--- config.mk ---
export PLATFORM = sky130hd
export DESIGN_NAME = swm_obuf_flat
export DESIGN_NICKNAME = d
export VERILOG_FILES = /design/src/rtl/swm_pkg.sv /design/src/rtl/swm_if.sv /design/src/rtl/swm_obuf.sv /design/src/flat_wrapper.sv
export SDC_FILE = /design/constraint.sdc
export NUM_CORES = 1
export LEC_CHECK = 0
export ABC_AREA = 1
export BUFFER_PORTS_ARGS = -buffer_cell sky130_fd_sc_hd__buf_2
export CORE_MARGIN = 5
export CORE_UTILIZATION = 50
export CTS_CLUSTER_SIZE = 24
export DETAILED_ROUTE_END_ITERATION = 16
export PLACE_DENSITY = 0.73
export SETUP_SLACK_MARGIN = 0.02
export SLEW_MARGIN = 20
export SYNTH_ARGS = -nofsm -noshare
export SYNTH_HDL_FRONTEND = slang
export SYNTH_SLANG_ARGS = --single-unit
export TNS_END_PERCENT = 100
--- constraint.sdc ---
create_clock -name clk -period 1.55 [get_ports clk]
set_clock_uncertainty 0.1 [all_clocks]
set_input_delay 0.465 -clock clk [delete_from_list [all_inputs] [get_ports clk]]
set_output_delay 0.465 -clock clk [all_outputs]
set_load 0.05 [all_outputs]
--- src/rtl/swm_pkg.sv ---
`default_nettype none
// ----------------------------------------------------------------------------
// swm_pkg: shared types for the sliding window maximum
// Width of the window size register and the control word that drives the
// row of max cells.
// ----------------------------------------------------------------------------
package swm_pkg;

	localparam int WIN_BITS = 7;

	typedef struct packed {
		logic accept;
		logic shift;
		logic shrink;
		logic clear;
	} swm_ctl_t;

endpackage
`default_nettype wire

--- src/rtl/swm_if.sv ---
`default_nettype none


interface swm_out_if #(
	parameter int SAMPLE_BITS = 16
);
	logic                          valid;
	logic                          ready;
	logic signed [SAMPLE_BITS-1:0] window_max;
	logic                          is_final;

	modport source(output valid, output window_max, output is_final, input ready);
	modport sink(input valid, input window_max, input is_final, output ready);
endinterface
`default_nettype wire

--- src/rtl/swm_obuf.sv ---
`default_nettype none
// ----------------------------------------------------------------------------
// swm_obuf: result queue
// Four-entry queue between the max chain and the result channel.
// ----------------------------------------------------------------------------
module swm_obuf #(
	parameter int SAMPLE_BITS = 16
) (
	input  logic                          clk,
	input  logic                          arst_n,
	input  logic                          push,
	input  logic signed [SAMPLE_BITS-1:0] push_val,
	input  logic                          push_final,
	output logic [2:0]                    level_q,
	swm_out_if.source                     maxima
);
	import swm_pkg::*;

	localparam int DEPTH = 4;

	logic signed [SAMPLE_BITS-1:0] mem_val [DEPTH];
	logic                          mem_fin [DEPTH];
	logic [1:0]                    wr_ptr_q;
	logic [1:0]                    rd_ptr_q;
	logic                          pop;

	assign pop               = maxima.valid && maxima.ready;
	assign maxima.valid      = (level_q != 3'd0);
	assign maxima.window_max = mem_val[rd_ptr_q];
	assign maxima.is_final   = mem_fin[rd_ptr_q];

	always_ff @(posedge clk) begin
		if (push) begin
			mem_val[wr_ptr_q] <= push_val;
			mem_fin[wr_ptr_q] <= push_final;
		end
	end

	always_ff @(posedge clk or negedge arst_n) begin
		if (!arst_n) begin
			wr_ptr_q <= 2'd0;
			rd_ptr_q <= 2'd0;
			level_q  <= 3'd0;
		end else begin
			if (push) begin
				wr_ptr_q <= wr_ptr_q + 2'd1;
			end
			if (pop) begin
				rd_ptr_q <= rd_ptr_q + 2'd1;
			end
			case ({push, pop})
				2'b10:   level_q <= level_q + 3'd1;
				2'b01:   level_q <= level_q - 3'd1;
				default: level_q <= level_q;
			endcase
		end
	end

endmodule
`default_nettype wire

--- src/flat_wrapper.sv ---
// flat-port wrapper written by rule: the top's interface ports become plain ports
module swm_obuf_flat import swm_pkg::*;
#(
	parameter int SAMPLE_BITS = 16
)
  (clk, arst_n, push, push_val, push_final, level_q, maxima_valid, maxima_window_max, maxima_is_final, maxima_ready);
  swm_out_if #(.SAMPLE_BITS(SAMPLE_BITS)) maxima_i ();
  input  logic clk;
  input  logic arst_n;
  input  logic push;
  input  logic signed [SAMPLE_BITS-1:0] push_val;
  input  logic push_final;
  output logic [2:0] level_q;
  output wire logic [$bits(maxima_i.valid)-1:0] maxima_valid;
  output wire logic [$bits(maxima_i.window_max)-1:0] maxima_window_max;
  output wire logic [$bits(maxima_i.is_final)-1:0] maxima_is_final;
  input wire logic [$bits(maxima_i.ready)-1:0] maxima_ready;
  assign maxima_valid = maxima_i.valid;
  assign maxima_window_max = maxima_i.window_max;
  assign maxima_is_final = maxima_i.is_final;
  assign maxima_i.ready = maxima_ready;
  swm_obuf #(.SAMPLE_BITS(SAMPLE_BITS)) u_core (.clk(clk), .arst_n(arst_n), .push(push), .push_val(push_val), .push_final(push_final), .level_q(level_q), .maxima(maxima_i));
endmodule
==> summary.txt <==
================================================================================
Run status ........................................................ complete, but fails checks
Failing checks .................................................... setup timing
Most area-consuming cells after synthesis ......................... sky130_fd_sc_hd__edfxtp_1 (64%), sky130_fd_sc_hd__nand2_1 (8.0%), sky130_fd_sc_hd__o211ai_1 (7.6%)
Reg2reg setup slack ...............................................      -120 ps
# port buffers ....................................................           41
Antenna violation net count after detailed routing ................            0
First-pass GRT wire length ........................................      9630 um
Sequential-to-total area share from yosys stat ....................        69.7%
Worst Path Max Fanout .............................................           29
Critical Path End Type ............................................  output port
Count of yosys warnings during synthesis ..........................            0
Crit path DAT .....................................................      1490 ps
Max rail drop VDD .................................................    0.00138 V
CTS sink count ....................................................           75
Fraction of synthesized cell area in xor and xnor cells ...........       0.551%
Routed wire length ................................................      6080 um
Post-placement cell area .......................................... 0.00375 sq mm
Slew @ Worst Pin ..................................................       222 ps
Timing-limited maximum frequency ..................................      487 MHz
Post-synthesis cell type with the largest combined area ........... sky130_fd_sc_hd__edfxtp_1
Height of the chip ................................................      89.8 um
Remaining design rule violation count .............................            0
Half-perimeter wire length after placement ........................      4020 um
Iter 0 DRT Violations .............................................           83
Number of clock buffers inserted by TritonCTS .....................            9
Layout net count ..................................................          358
Clock Tree Root ................................................... sky130_fd_sc_hd__clkbuf_8
Final worst-path setup slack ......................................      -502 ps
HP Start ..........................................................  push_val[2]
Placeable Area .................................................... 0.00628 sq mm
Unrepaired setup endpoints after global routing ...................         true
Number of standard cells after synthesis ..........................          254
Classification of the worst-slack hold path ....................... input pin to register
Area of combinational cells with multiple inputs ..................    749 sq um
Register cell area after layout ................................... 0.00222 sq mm
Reg clk slew, reported paths ......................................        80 ps
First-pass iteration count of the detailed router .................            4
Synthesized netlist net count .....................................          281
Total power divided by cell area .................................. 2290 mW/mm^2
Residual overflow from global routing .............................            0
Syn Area/Cell .....................................................   12.5 sq um
Synth Area in Simple Gates ........................................        9.21%
Area of the mapped netlist ........................................ 0.00318 sq mm
Library cells used by synthesis ...................................           19
Cell count of the worst hold path .................................            1
Capture instance of the worst register-to-register path ........... u_core.level_q[1]$_DFFE_PN0P_
Capture endpoint of the worst hold path ........................... u_core.mem_val[1][2]$_DFFE_PP_
Area enclosed by the die boundary ................................. 0.00806 sq mm
Worst-skew pair later-pin latency .................................       350 ps
Number of global-route vias before repair .........................        1,973
Power after layout ................................................      9.64 mW
Ant diodes ........................................................            0
Number of endpoints failing setup at the final stage ..............           23
Synth Register Bits ...............................................           75
Final Slew Violations .............................................            0
Routability-driven placement congestion ratio .....................        0.738
Area share of fa/ha/maj cells after synthesis .....................        2.60%
Kind of start point of the critical path ..........................     register
Depth of the most critical reg-to-reg path ........................            8
Number of cells in the finished layout apart from fillers .........          413
Required time at the endpoint of the critical path ................       980 ps
Worst reg2reg startpoint .......................................... u_core.level_q[2]$_DFFE_PN0P_
Area added between synthesis and finish ...........................        32.7%
GRT Total Usage ...................................................        15.6%
Leading cell type in the layout, fill and taps excluded ........... sky130_fd_sc_hd__edfxtp_1
Per-cell via count in the routed design ...........................         4.95
Largest net degree at the start of global routing .................           30
Floorplan die width ...............................................      89.8 um
IO Pins ...........................................................           42
Cell row count ....................................................           29
Number of vias in the routed layout ...............................        2,046
Drt wl/cell .......................................................      14.7 um
Clock period minus final worst setup slack ........................      2050 ps
Commonest cells after routing, fill and taps aside ................ sky130_fd_sc_hd__edfxtp_1 (68), sky130_fd_sc_hd__nand2_1 (48), sky130_fd_sc_hd__inv_1 (43), sky130_fd_sc_hd__o211ai_1 (32), sky130_fd_sc_hd__buf_4 (24)
Number of antenna violations at the first check in global routing .            0
H-Tree Depth ......................................................            3
Number of inserted filler cells in the final layout ...............          436
Post-layout instance area ......................................... 0.00422 sq mm
Initial Util ......................................................        50.7%
P_leak ............................................................      1.82 nW
Slew Limit Headroom ...............................................        85.1%
Count of maximum capacitance violations ...........................            0
Final hold slack ..................................................       230 ps
Fraction of the cycle the final worst path needs ..................         132%
Worst-case clock buffer depth .....................................            2
Critical Setup Path Class ......................................... register to output port
Final Hold Viols ..................................................            0
Share of synthesized area spent on multiplexers ...................           0%
Compound-Gate Fraction of Synth Area ..............................        8.65%
Fraction of layout cells with a size suffix above 1 ...............        37.5%
Clock tree from TritonCTS .........................................        built
Share of Yosys cell area claimed by the top area cell type ........        64.2%
Main combinational cell family by area after synthesis ............ buffers and inverters
Placed cell count .................................................          389
================================================================================
[critical path: stages (launching register included)]
cell and delay (ps):
sky130_fd_sc_hd__dfrtp_1 420, sky130_fd_sc_hd__inv_4 110, sky130_fd_sc_hd__buf_12 170, sky130_fd_sc_hd__nand2_1 70, sky130_fd_sc_hd__o211ai_1 110, sky130_fd_sc_hd__nand2_2 90, sky130_fd_sc_hd__buf_6 160
[kinds of logic after synthesis]
kind of cell    after synthesis
fa+ha+maj                     6
compound gates               36
buf+inv                      61
simple gates                 74
flops                        75
xor+xnor                      2
[routing by layer]
layer | vias to the layer above | track usage [%] | routed length [um]
met2 | 39 | 25.9 | 3160
li1 | 1011 | - | -
met3 | 10 | 4.09 | 227
met1 | 986 | 18.4 | 2590
met5 | - | 0 | 0
met4 | 0 | 8.06 | 108
[how the worst max path moves through the flow]
| stage | startpoint | to | slack [ps] | cells past startpoint |
|---|---|---|---|---|
| after floorplan | u_core.level_q[0]$_DFFE_PN0P_ | u_core.level_q[1]$_DFFE_PN0P_ | -370 | 8 |
| after global placement | u_core.rd_ptr_q[1]$_DFFE_PN0P_ | maxima_window_max[7] | -130 | 5 |
| after detailed placement | u_core.rd_ptr_q[0]$_DFFE_PN0P_ | maxima_window_max[2] | -150 | 6 |
| after CTS | u_core.rd_ptr_q[0]$_DFFE_PN0P_ | maxima_window_max[2] | -500 | 6 |
| after global routing | u_core.rd_ptr_q[0]$_DFFE_PN0P_ | maxima_window_max[2] | -610 | 6 |
| final | u_core.rd_ptr_q[0]$_DFFE_PN0P_ | maxima_window_max[2] | -500 | 6 |
[cell type report]
cell class | count | area share, %
Sequential cell | 75 | 52.6
Multi-Input combinational cell | 118 | 17.8
Timing Repair Buffer | 77 | 17.2
Inverter | 50 | 4.57
Clock buffer | 11 | 3.11
Clock inverter | 5 | 2.40
Tap cell | 77 | 2.28
[Yosys cell counts]
cell,count
sky130_fd_sc_hd__o211ai_1,32
sky130_fd_sc_hd__nand3_1,3
sky130_fd_sc_hd__buf_6,8
sky130_fd_sc_hd__buf_2,2
sky130_fd_sc_hd__xnor2_1,1
sky130_fd_sc_hd__xor2_1,1
sky130_fd_sc_hd__dfrtp_1,7
sky130_fd_sc_hd__edfxtp_1,68
sky130_fd_sc_hd__nand3_2,1
sky130_fd_sc_hd__nand4_1,1
sky130_fd_sc_hd__o211ai_2,2
sky130_fd_sc_hd__buf_4,1
sky130_fd_sc_hd__fa_1,1
sky130_fd_sc_hd__inv_2,2
sky130_fd_sc_hd__ha_1,5
sky130_fd_sc_hd__inv_1,48
sky130_fd_sc_hd__nand2_1,68
sky130_fd_sc_hd__nand2_2,1
sky130_fd_sc_hd__o21ai_0,2
[metrics by stage]
step | setup TNS [ps] | utilization, % | setup slack [ps]
floorplan | -745 | - | -366
global placement | -2050 | 59.7 | -130
detailed placement | -2290 | 59.7 | -151
CTS | -8470 | 66.9 | -495
global route | -9720 | 67.2 | -605
finish | -8170 | 67.2 | -502
[flip-flops by register name, summed over array words and instances (netlist names)]
signal           count
u_core.level_q       3
u_core.mem_fin       4
u_core.mem_val      64
u_core.rd_ptr_q      2
u_core.wr_ptr_q      2
[where the power goes]
group	switching, mW	internal [mW]
registers	0.166	2.68
clock network	0.679	1.07
logic	3.05	2.00
[what timing repair did]
| action | 4_1_cts | 5_1_grt |
|---|---|---|
| hold buffers | 1 | 0 |
| setup endpoints to repair | 23 | 23 |
| pin swaps | 3 | 2 |
| hold endpoints to repair | 7 | 0 |
| resized for setup | 53 | 6 |
| buffers inserted | 5 | 6 |
Note: power is estimated with default switching activity, not from simulation.
