===== src/rtl/swm_pkg.sv =====
`default_nettype none
// ----------------------------------------------------------------------------
// swm_pkg: shared types for the sliding window maximum
// Width of the window size register and the control word that drives the
// row of max cells.
// ----------------------------------------------------------------------------
package swm_pkg;

	localparam int WIN_BITS = 7;

	typedef struct packed {
		logic accept;
		logic shift;
		logic shrink;
		logic clear;
	} swm_ctl_t;

endpackage
`default_nettype wire


===== src/rtl/swm_cell.sv =====
`default_nettype none
// ----------------------------------------------------------------------------
// swm_cell: one cell of the max chain
// Holds the maximum over a run of recent samples ending at the newest one;
// cell j covers j fewer samples than cell 0. Takes its neighbor's run on a
// shift and folds in the new sample.
// ----------------------------------------------------------------------------
module swm_cell #(
	parameter int SAMPLE_BITS = 16
) (
	input  logic                          clk,
	input  logic                          arst_n,
	input  swm_pkg::swm_ctl_t             ctl,
	input  logic signed [SAMPLE_BITS-1:0] sample,
	input  logic signed [SAMPLE_BITS-1:0] nb_val,
	input  logic                          nb_vld,
	input  logic                          prv_vld,
	output logic signed [SAMPLE_BITS-1:0] val_q,
	output logic                          vld_q
);
	import swm_pkg::*;

	logic signed [SAMPLE_BITS-1:0] src;
	logic                          src_vld;
	logic signed [SAMPLE_BITS-1:0] val_d;

	always_comb begin
		src     = ctl.shift ? nb_val : val_q;
		src_vld = ctl.shift ? nb_vld : vld_q;
		val_d   = (src_vld && (src > sample)) ? src : sample;
	end

	always_ff @(posedge clk) begin
		if (ctl.accept) begin
			val_q <= val_d;
		end else if (ctl.shrink) begin
			val_q <= nb_val;
		end
	end

	always_ff @(posedge clk or negedge arst_n) begin
		if (!arst_n) begin
			vld_q <= 1'b0;
		end else if (ctl.accept) begin
			if (ctl.clear) begin
				vld_q <= 1'b0;
			end else if (ctl.shift) begin
				vld_q <= vld_q;
			end else begin
				vld_q <= prv_vld;
			end
		end else if (ctl.shrink) begin
			vld_q <= nb_vld;
		end
	end

endmodule
`default_nettype wire


===== config.mk =====
export PLATFORM = sky130hd
export DESIGN_NAME = swm_cell
export DESIGN_NICKNAME = d
export VERILOG_FILES = /design/src/rtl/swm_pkg.sv /design/src/rtl/swm_cell.sv
export SDC_FILE = /design/constraint.sdc
export NUM_CORES = 1
export LEC_CHECK = 0
export ABC_CLOCK_PERIOD_IN_PS = 2800
export BUFFER_PORTS_ARGS = -buffer_cell sky130_fd_sc_hd__buf_2
export CAP_MARGIN = 10
export CORE_MARGIN = 1.5
export CORE_UTILIZATION = 45
export DETAILED_ROUTE_END_ITERATION = 12
export PLACE_DENSITY = 0.76
export SLEW_MARGIN = 20
export SYNTH_ARGS = -nofsm -noshare
export SYNTH_HDL_FRONTEND = slang
export SYNTH_SLANG_ARGS = --single-unit

===== constraint.sdc =====
create_clock -name clk -period 2.8 [get_ports clk]
set_input_delay 0.56 -clock clk [delete_from_list [all_inputs] [get_ports clk]]
set_output_delay 0.56 -clock clk [all_outputs]
set_load 0.03 [all_outputs]

==> flow_summary.html <==
<table>
<tr><th>Metric</th><th>Value</th></tr>
<tr><th colspan="2">Status</th></tr>
<tr><td>Result of the run</td><td>complete, but fails checks</td></tr>
<tr><td>Violated checks</td><td>negative setup slack</td></tr>
<tr><th colspan="2">Worst setup path</th></tr>
<tr><td>Slowest stage cell on the critical path</td><td>sky130_fd_sc_hd__a221o_1</td></tr>
<tr><td>CP Capture Type</td><td>flop</td></tr>
<tr><td>Launching point of the worst reg2reg path</td><td>val_q[15]</td></tr>
<tr><td>Slowest stage delay, CP</td><td>320 ps</td></tr>
<tr><td>Setup crit start kind</td><td>primary input</td></tr>
<tr><td>Worst setup path class</td><td>in -&gt; reg</td></tr>
<tr><td>Arrival time at the worst endpoint</td><td>3080 ps</td></tr>
<tr><td>Crit-path cells</td><td>buf_8 -&gt; buf_12 -&gt; buf_6 -&gt; mux2_4 -&gt; ha_4 -&gt; nand4_1 -&gt; nor4_4 -&gt; buf_4 -&gt; a211oi_2 -&gt; nor4b_4 -&gt; or2_4 -&gt; buf_6 -&gt; a221o_1</td></tr>
<tr><td>Worst Setup SP</td><td>ctl[2]</td></tr>
<tr><td>Depth of the most critical reg-to-reg path</td><td>10</td></tr>
<tr><td>Cell type with the highest occurrence count on the critical path</td><td>sky130_fd_sc_hd__buf_6</td></tr>
<tr><td>Required @ worst endpoint</td><td>2850 ps</td></tr>
<tr><td>Maximum net fanout on the critical path</td><td>8</td></tr>
<tr><th colspan="2">GRT</th></tr>
<tr><td>GRT Total Usage</td><td>0.267</td></tr>
<tr><td>Fraction of met2 tracks used by global routing</td><td>0.484</td></tr>
<tr><td>Antenna violations before repair</td><td>0</td></tr>
<tr><td>Via count of the first global-routing pass</td><td>1707</td></tr>
<tr><td>Layer carrying the most global-route usage</td><td>met2</td></tr>
<tr><td>Met1 Usage GRT</td><td>0.322</td></tr>
<tr><td>Global routing usage on met3</td><td>0.0321</td></tr>
<tr><td>Total congestion overflow</td><td>0</td></tr>
<tr><td>Maximum number of pins on one net before global-route repair</td><td>20</td></tr>
<tr><td>Wire length of the first global-routing pass</td><td>8.34 mm</td></tr>
<tr><th colspan="2">Power and ir drop</th></tr>
<tr><td>Leakage power summed over all cells</td><td>1.12 nW</td></tr>
<tr><td>Clock share of power</td><td>0.138</td></tr>
<tr><td>Total power draw</td><td>0.00109 W</td></tr>
<tr><td>Fraction of power spent switching nets</td><td>0.399</td></tr>
<tr><td>Internal power</td><td>0.000653 W</td></tr>
<tr><td>Fraction of power consumed by combinational cells</td><td>0.547</td></tr>
<tr><td>Sequential Power Share</td><td>0.315</td></tr>
<tr><td>Peak supply drop</td><td>0.278 mV</td></tr>
<tr><td>Net Switching</td><td>0.000434 W</td></tr>
<tr><td>Power per cell area</td><td>430 nW/um^2</td></tr>
<tr><th colspan="2">Placed design</th></tr>
<tr><td>Routability-driven placement congestion ratio</td><td>0.815</td></tr>
<tr><td>Count of port buffers added during placement</td><td>56</td></tr>
<tr><td>Post-detail-place hpwl</td><td>3.27 mm</td></tr>
<tr><td>Placed inst area</td><td>2170 um^2</td></tr>
<tr><td>Setup slack at placement</td><td>-532 ps</td></tr>
<tr><th colspan="2">Clocking</th></tr>
<tr><td>CTS clk-pin slew, worst paths</td><td>110 ps</td></tr>
<tr><td>Number of sinks driven by the clock tree</td><td>17</td></tr>
<tr><td>Clock tree from TritonCTS</td><td>yes</td></tr>
<tr><td>Post-CTS Hold Fix Bufs</td><td>0</td></tr>
<tr><td>Clock Tree Root</td><td>sky130_fd_sc_hd__clkbuf_4</td></tr>
<tr><td>Clock H-tree levels</td><td>1</td></tr>
<tr><td>CTS max path bufs</td><td>2</td></tr>
<tr><td>Clock insertion delay at the later pin of the skew report</td><td>310 ps</td></tr>
<tr><td>CTS Buf Count</td><td>3</td></tr>
<tr><th colspan="2">Route</th></tr>
<tr><td>Iteration-0 DRC count of the detailed router</td><td>81</td></tr>
<tr><td>Via total after detailed routing</td><td>1673</td></tr>
<tr><td>Drc violations</td><td>0</td></tr>
<tr><td>Residual antenna-violating net count after detailed routing</td><td>0</td></tr>
<tr><td>Wire length per cell</td><td>18.8 um</td></tr>
<tr><td>Number of detailed-route iterations in the first pass</td><td>4</td></tr>
<tr><td>Via density</td><td>5.89</td></tr>
<tr><td>Final wirelength</td><td>5.35 mm</td></tr>
<tr><th colspan="2">Timing</th></tr>
<tr><td>Transition at the pin with the smallest max-transition slack</td><td>448 ps</td></tr>
<tr><td>Least setup slack across all paths after layout</td><td>-230 ps</td></tr>
<tr><td>Worst-case headroom to the max-slew limit</td><td>0.701</td></tr>
<tr><td>Final hold slack</td><td>17.0 ps</td></tr>
<tr><td>Achievable Freq</td><td>330 MHz</td></tr>
<tr><td>Post-route fraction of the period consumed by the critical path</td><td>1.08</td></tr>
<tr><td>Slew Viols, Final</td><td>0</td></tr>
<tr><td>Worst clock skew</td><td>21.4 ps</td></tr>
<tr><td>Number of failing hold endpoints at the final stage</td><td>0</td></tr>
<tr><td>Post-layout min period</td><td>3030 ps</td></tr>
<tr><td>Setup repair after global routing missed its margin</td><td>true</td></tr>
<tr><td>Finish-stage setup viols</td><td>16</td></tr>
<tr><th colspan="2">Yosys</th></tr>
<tr><td>Count of cell types in the netlist</td><td>37</td></tr>
<tr><td>Number of warnings printed during yosys synthesis</td><td>0</td></tr>
<tr><td>Synthesized instance count</td><td>160</td></tr>
<tr><td>Leading cell types by total area after synthesis</td><td>sky130_fd_sc_hd__edfxtp_1 (30%), sky130_fd_sc_hd__ha_1 (12%), sky130_fd_sc_hd__mux2_2 (10%)</td></tr>
<tr><td>Synth Cell Area</td><td>1620 um^2</td></tr>
<tr><td>Largest area contributor in the synthesized netlist</td><td>sky130_fd_sc_hd__edfxtp_1</td></tr>
<tr><td>Mean instance size in the synthesized netlist</td><td>10.1 um^2</td></tr>
<tr><td>Sequential area share after synthesis</td><td>0.311</td></tr>
<tr><td>Share of the synthesized area in the top cell type</td><td>0.296</td></tr>
<tr><td>Number of synthesized register bits</td><td>17</td></tr>
<tr><td>Net count after synthesis</td><td>216</td></tr>
<tr><th colspan="2">Finish</th></tr>
<tr><td>Area growth from synthesis to layout</td><td>55.9%</td></tr>
<tr><td>Number of nets in the final layout</td><td>295</td></tr>
<tr><td>Fill cell instance count of the final layout</td><td>239</td></tr>
<tr><td>Sequential cell area</td><td>505 um^2</td></tr>
<tr><td>Non-Filler Cell Area, Final</td><td>2530 um^2</td></tr>
<tr><td>Count of inserted antenna diode cells</td><td>0</td></tr>
<tr><td>Footprint of the multi-input gates</td><td>1290 um^2</td></tr>
<tr><td>Fraction of layout cells with a size suffix above 1</td><td>0.576</td></tr>
<tr><th colspan="2">Die</th></tr>
<tr><td>Die Ht</td><td>63.1 um</td></tr>
<tr><td>Core area</td><td>3390 um^2</td></tr>
<tr><td>Std cell rows</td><td>21</td></tr>
<tr><td>Chip width</td><td>63.1 um</td></tr>
<tr><td>I/O pin count</td><td>57</td></tr>
<tr><td>Area of the die</td><td>3980 um^2</td></tr>
<tr><td>Initial core utilization</td><td>0.479</td></tr>
<tr><th colspan="2">Hold path</th></tr>
<tr><td>Worst Hold Class</td><td>in -&gt; async</td></tr>
<tr><th colspan="2">Job</th></tr>
<tr><td>Count of maximum capacitance violations</td><td>0</td></tr>
</table>
-- layout make-up --
type / instances / area share
Multi-Input combinational cell: 116 / 0.511
Timing Repair Buffer: 85 / 0.232
Sequential cell: 17 / 0.200
Inverter: 16 / 0.0237
Tap cell: 46 / 0.0227
Clock buffer: 3 / 0.00890
Clock inverter: 1 / 0.00198
-- flip-flops by register name, indices dropped and copies added, names as in the netlist --
| register | count |
|---|---|
| val_q | 16 |
| vld_q | 1 |
-- cells in the final DEF (no fill, tap or decap), types with 3 or more instances in the layout --
cell and count:
sky130_fd_sc_hd__buf_2 55, sky130_fd_sc_hd__buf_4 17, sky130_fd_sc_hd__a221o_1 16, sky130_fd_sc_hd__edfxtp_1 16
sky130_fd_sc_hd__inv_1 15, sky130_fd_sc_hd__and2_1 15, sky130_fd_sc_hd__ha_4 10, sky130_fd_sc_hd__mux2_4 9
sky130_fd_sc_hd__buf_6 9, sky130_fd_sc_hd__a21oi_1 7, sky130_fd_sc_hd__nor4_2 7, sky130_fd_sc_hd__mux2_2 6
sky130_fd_sc_hd__ha_1 6, sky130_fd_sc_hd__nor4_1 5, sky130_fd_sc_hd__nor4_4 4, sky130_fd_sc_hd__a21oi_2 3
sky130_fd_sc_hd__clkbuf_4 3
-- Yosys cell counts --
master	number
sky130_fd_sc_hd__o311a_1	1
sky130_fd_sc_hd__and4_1	1
sky130_fd_sc_hd__nand3b_1	1
sky130_fd_sc_hd__mux2_2	15
sky130_fd_sc_hd__nor2_1	2
sky130_fd_sc_hd__a21boi_2	1
sky130_fd_sc_hd__a211oi_1	1
sky130_fd_sc_hd__a21oi_2	1
sky130_fd_sc_hd__o21ai_0	2
sky130_fd_sc_hd__and2_1	15
sky130_fd_sc_hd__nand4_2	1
sky130_fd_sc_hd__nor3b_1	1
sky130_fd_sc_hd__a221o_1	16
sky130_fd_sc_hd__nor4_1	15
sky130_fd_sc_hd__nand4_1	1
sky130_fd_sc_hd__clkbuf_1	6
sky130_fd_sc_hd__clkinv_1	1
sky130_fd_sc_hd__or2_2	1
sky130_fd_sc_hd__nand3_1	1
sky130_fd_sc_hd__buf_6	3
sky130_fd_sc_hd__nor3_1	1
sky130_fd_sc_hd__inv_1	15
sky130_fd_sc_hd__o211ai_1	1
sky130_fd_sc_hd__mux2i_1	2
sky130_fd_sc_hd__buf_4	1
sky130_fd_sc_hd__or2_1	1
sky130_fd_sc_hd__nor4_4	1
sky130_fd_sc_hd__ha_1	16
sky130_fd_sc_hd__nor4b_2	1
sky130_fd_sc_hd__nand2_1	4
sky130_fd_sc_hd__a31oi_1	1
sky130_fd_sc_hd__a21o_1	2
sky130_fd_sc_hd__buf_2	1
sky130_fd_sc_hd__edfxtp_1	16
sky130_fd_sc_hd__dfrtp_1	1
sky130_fd_sc_hd__a21oi_1	9
sky130_fd_sc_hd__nor2b_1	1
-- power groups by stage --
stage	clock, W	sequential, W	combinational (W)
2_1_floorplan	0	0.000417	0.000267
3_3_place_gp	0	0.000345	0.000463
3_5_place_dp	0	0.000348	0.000476
4_1_cts	0.000148	0.000343	0.000574
5_1_grt	0.000159	0.000347	0.000629
6_report	0.000150	0.000343	0.000594
-- per-stage QoR --
stage	std cells	setup TNS, ps	util
after floorplan	160	-6470	-
after CTS	282	-1600	0.742
after detailed placement	269	-8220	0.642
after global placement	269	-7030	0.642
final	284	-2920	0.746
after global routing	284	-3690	0.746
-- cell families after synthesis --
| kind of cell | after synthesis | share of synthesized area |
|---|---|---|
| flip-flops | 17 | 0.311 |
| AO/OA/AOI/OAI | 35 | 0.173 |
| buffers and inverters | 27 | 0.0794 |
| AND/OR/NAND/NOR | 48 | 0.196 |
| multiplexers | 17 | 0.116 |
| adder cells (fa/ha/maj) | 16 | 0.123 |
-- timing repair --
action	in CTS	in global routing
endpoints found under the setup margin	16	16
resized for setup	46	0
setup buffers	6	2
pin swaps	24	1
gates cloned	3	0
-- metal layers --
metal,vias up,share of wire
met1,805,0.42
met4,0,0.030
li1,782,-
met2,70,0.51
met3,16,0.038
met5,-,0
-- final timing paths --
| path | end | slack, ps |
|---|---|---|
| setup reg to reg | val_q[13] | -100 |
| max in group asynchronous | vld_q | 2700 |
| min in group clk | val_q[7] | 550 |
| hold / removal | vld_q | 20 |
| setup / recovery | val_q[13] | -230 |
| hold reg to reg | vld_q | 600 |
-- worst max-delay path, delay by kind of cell --
family	cells	cell delay, ps
compound gates	2	380
fa+ha+maj	1	260
buf+inv	5	670
simple gates	4	880
mux	1	310
(Power assumes the default switching activity.)
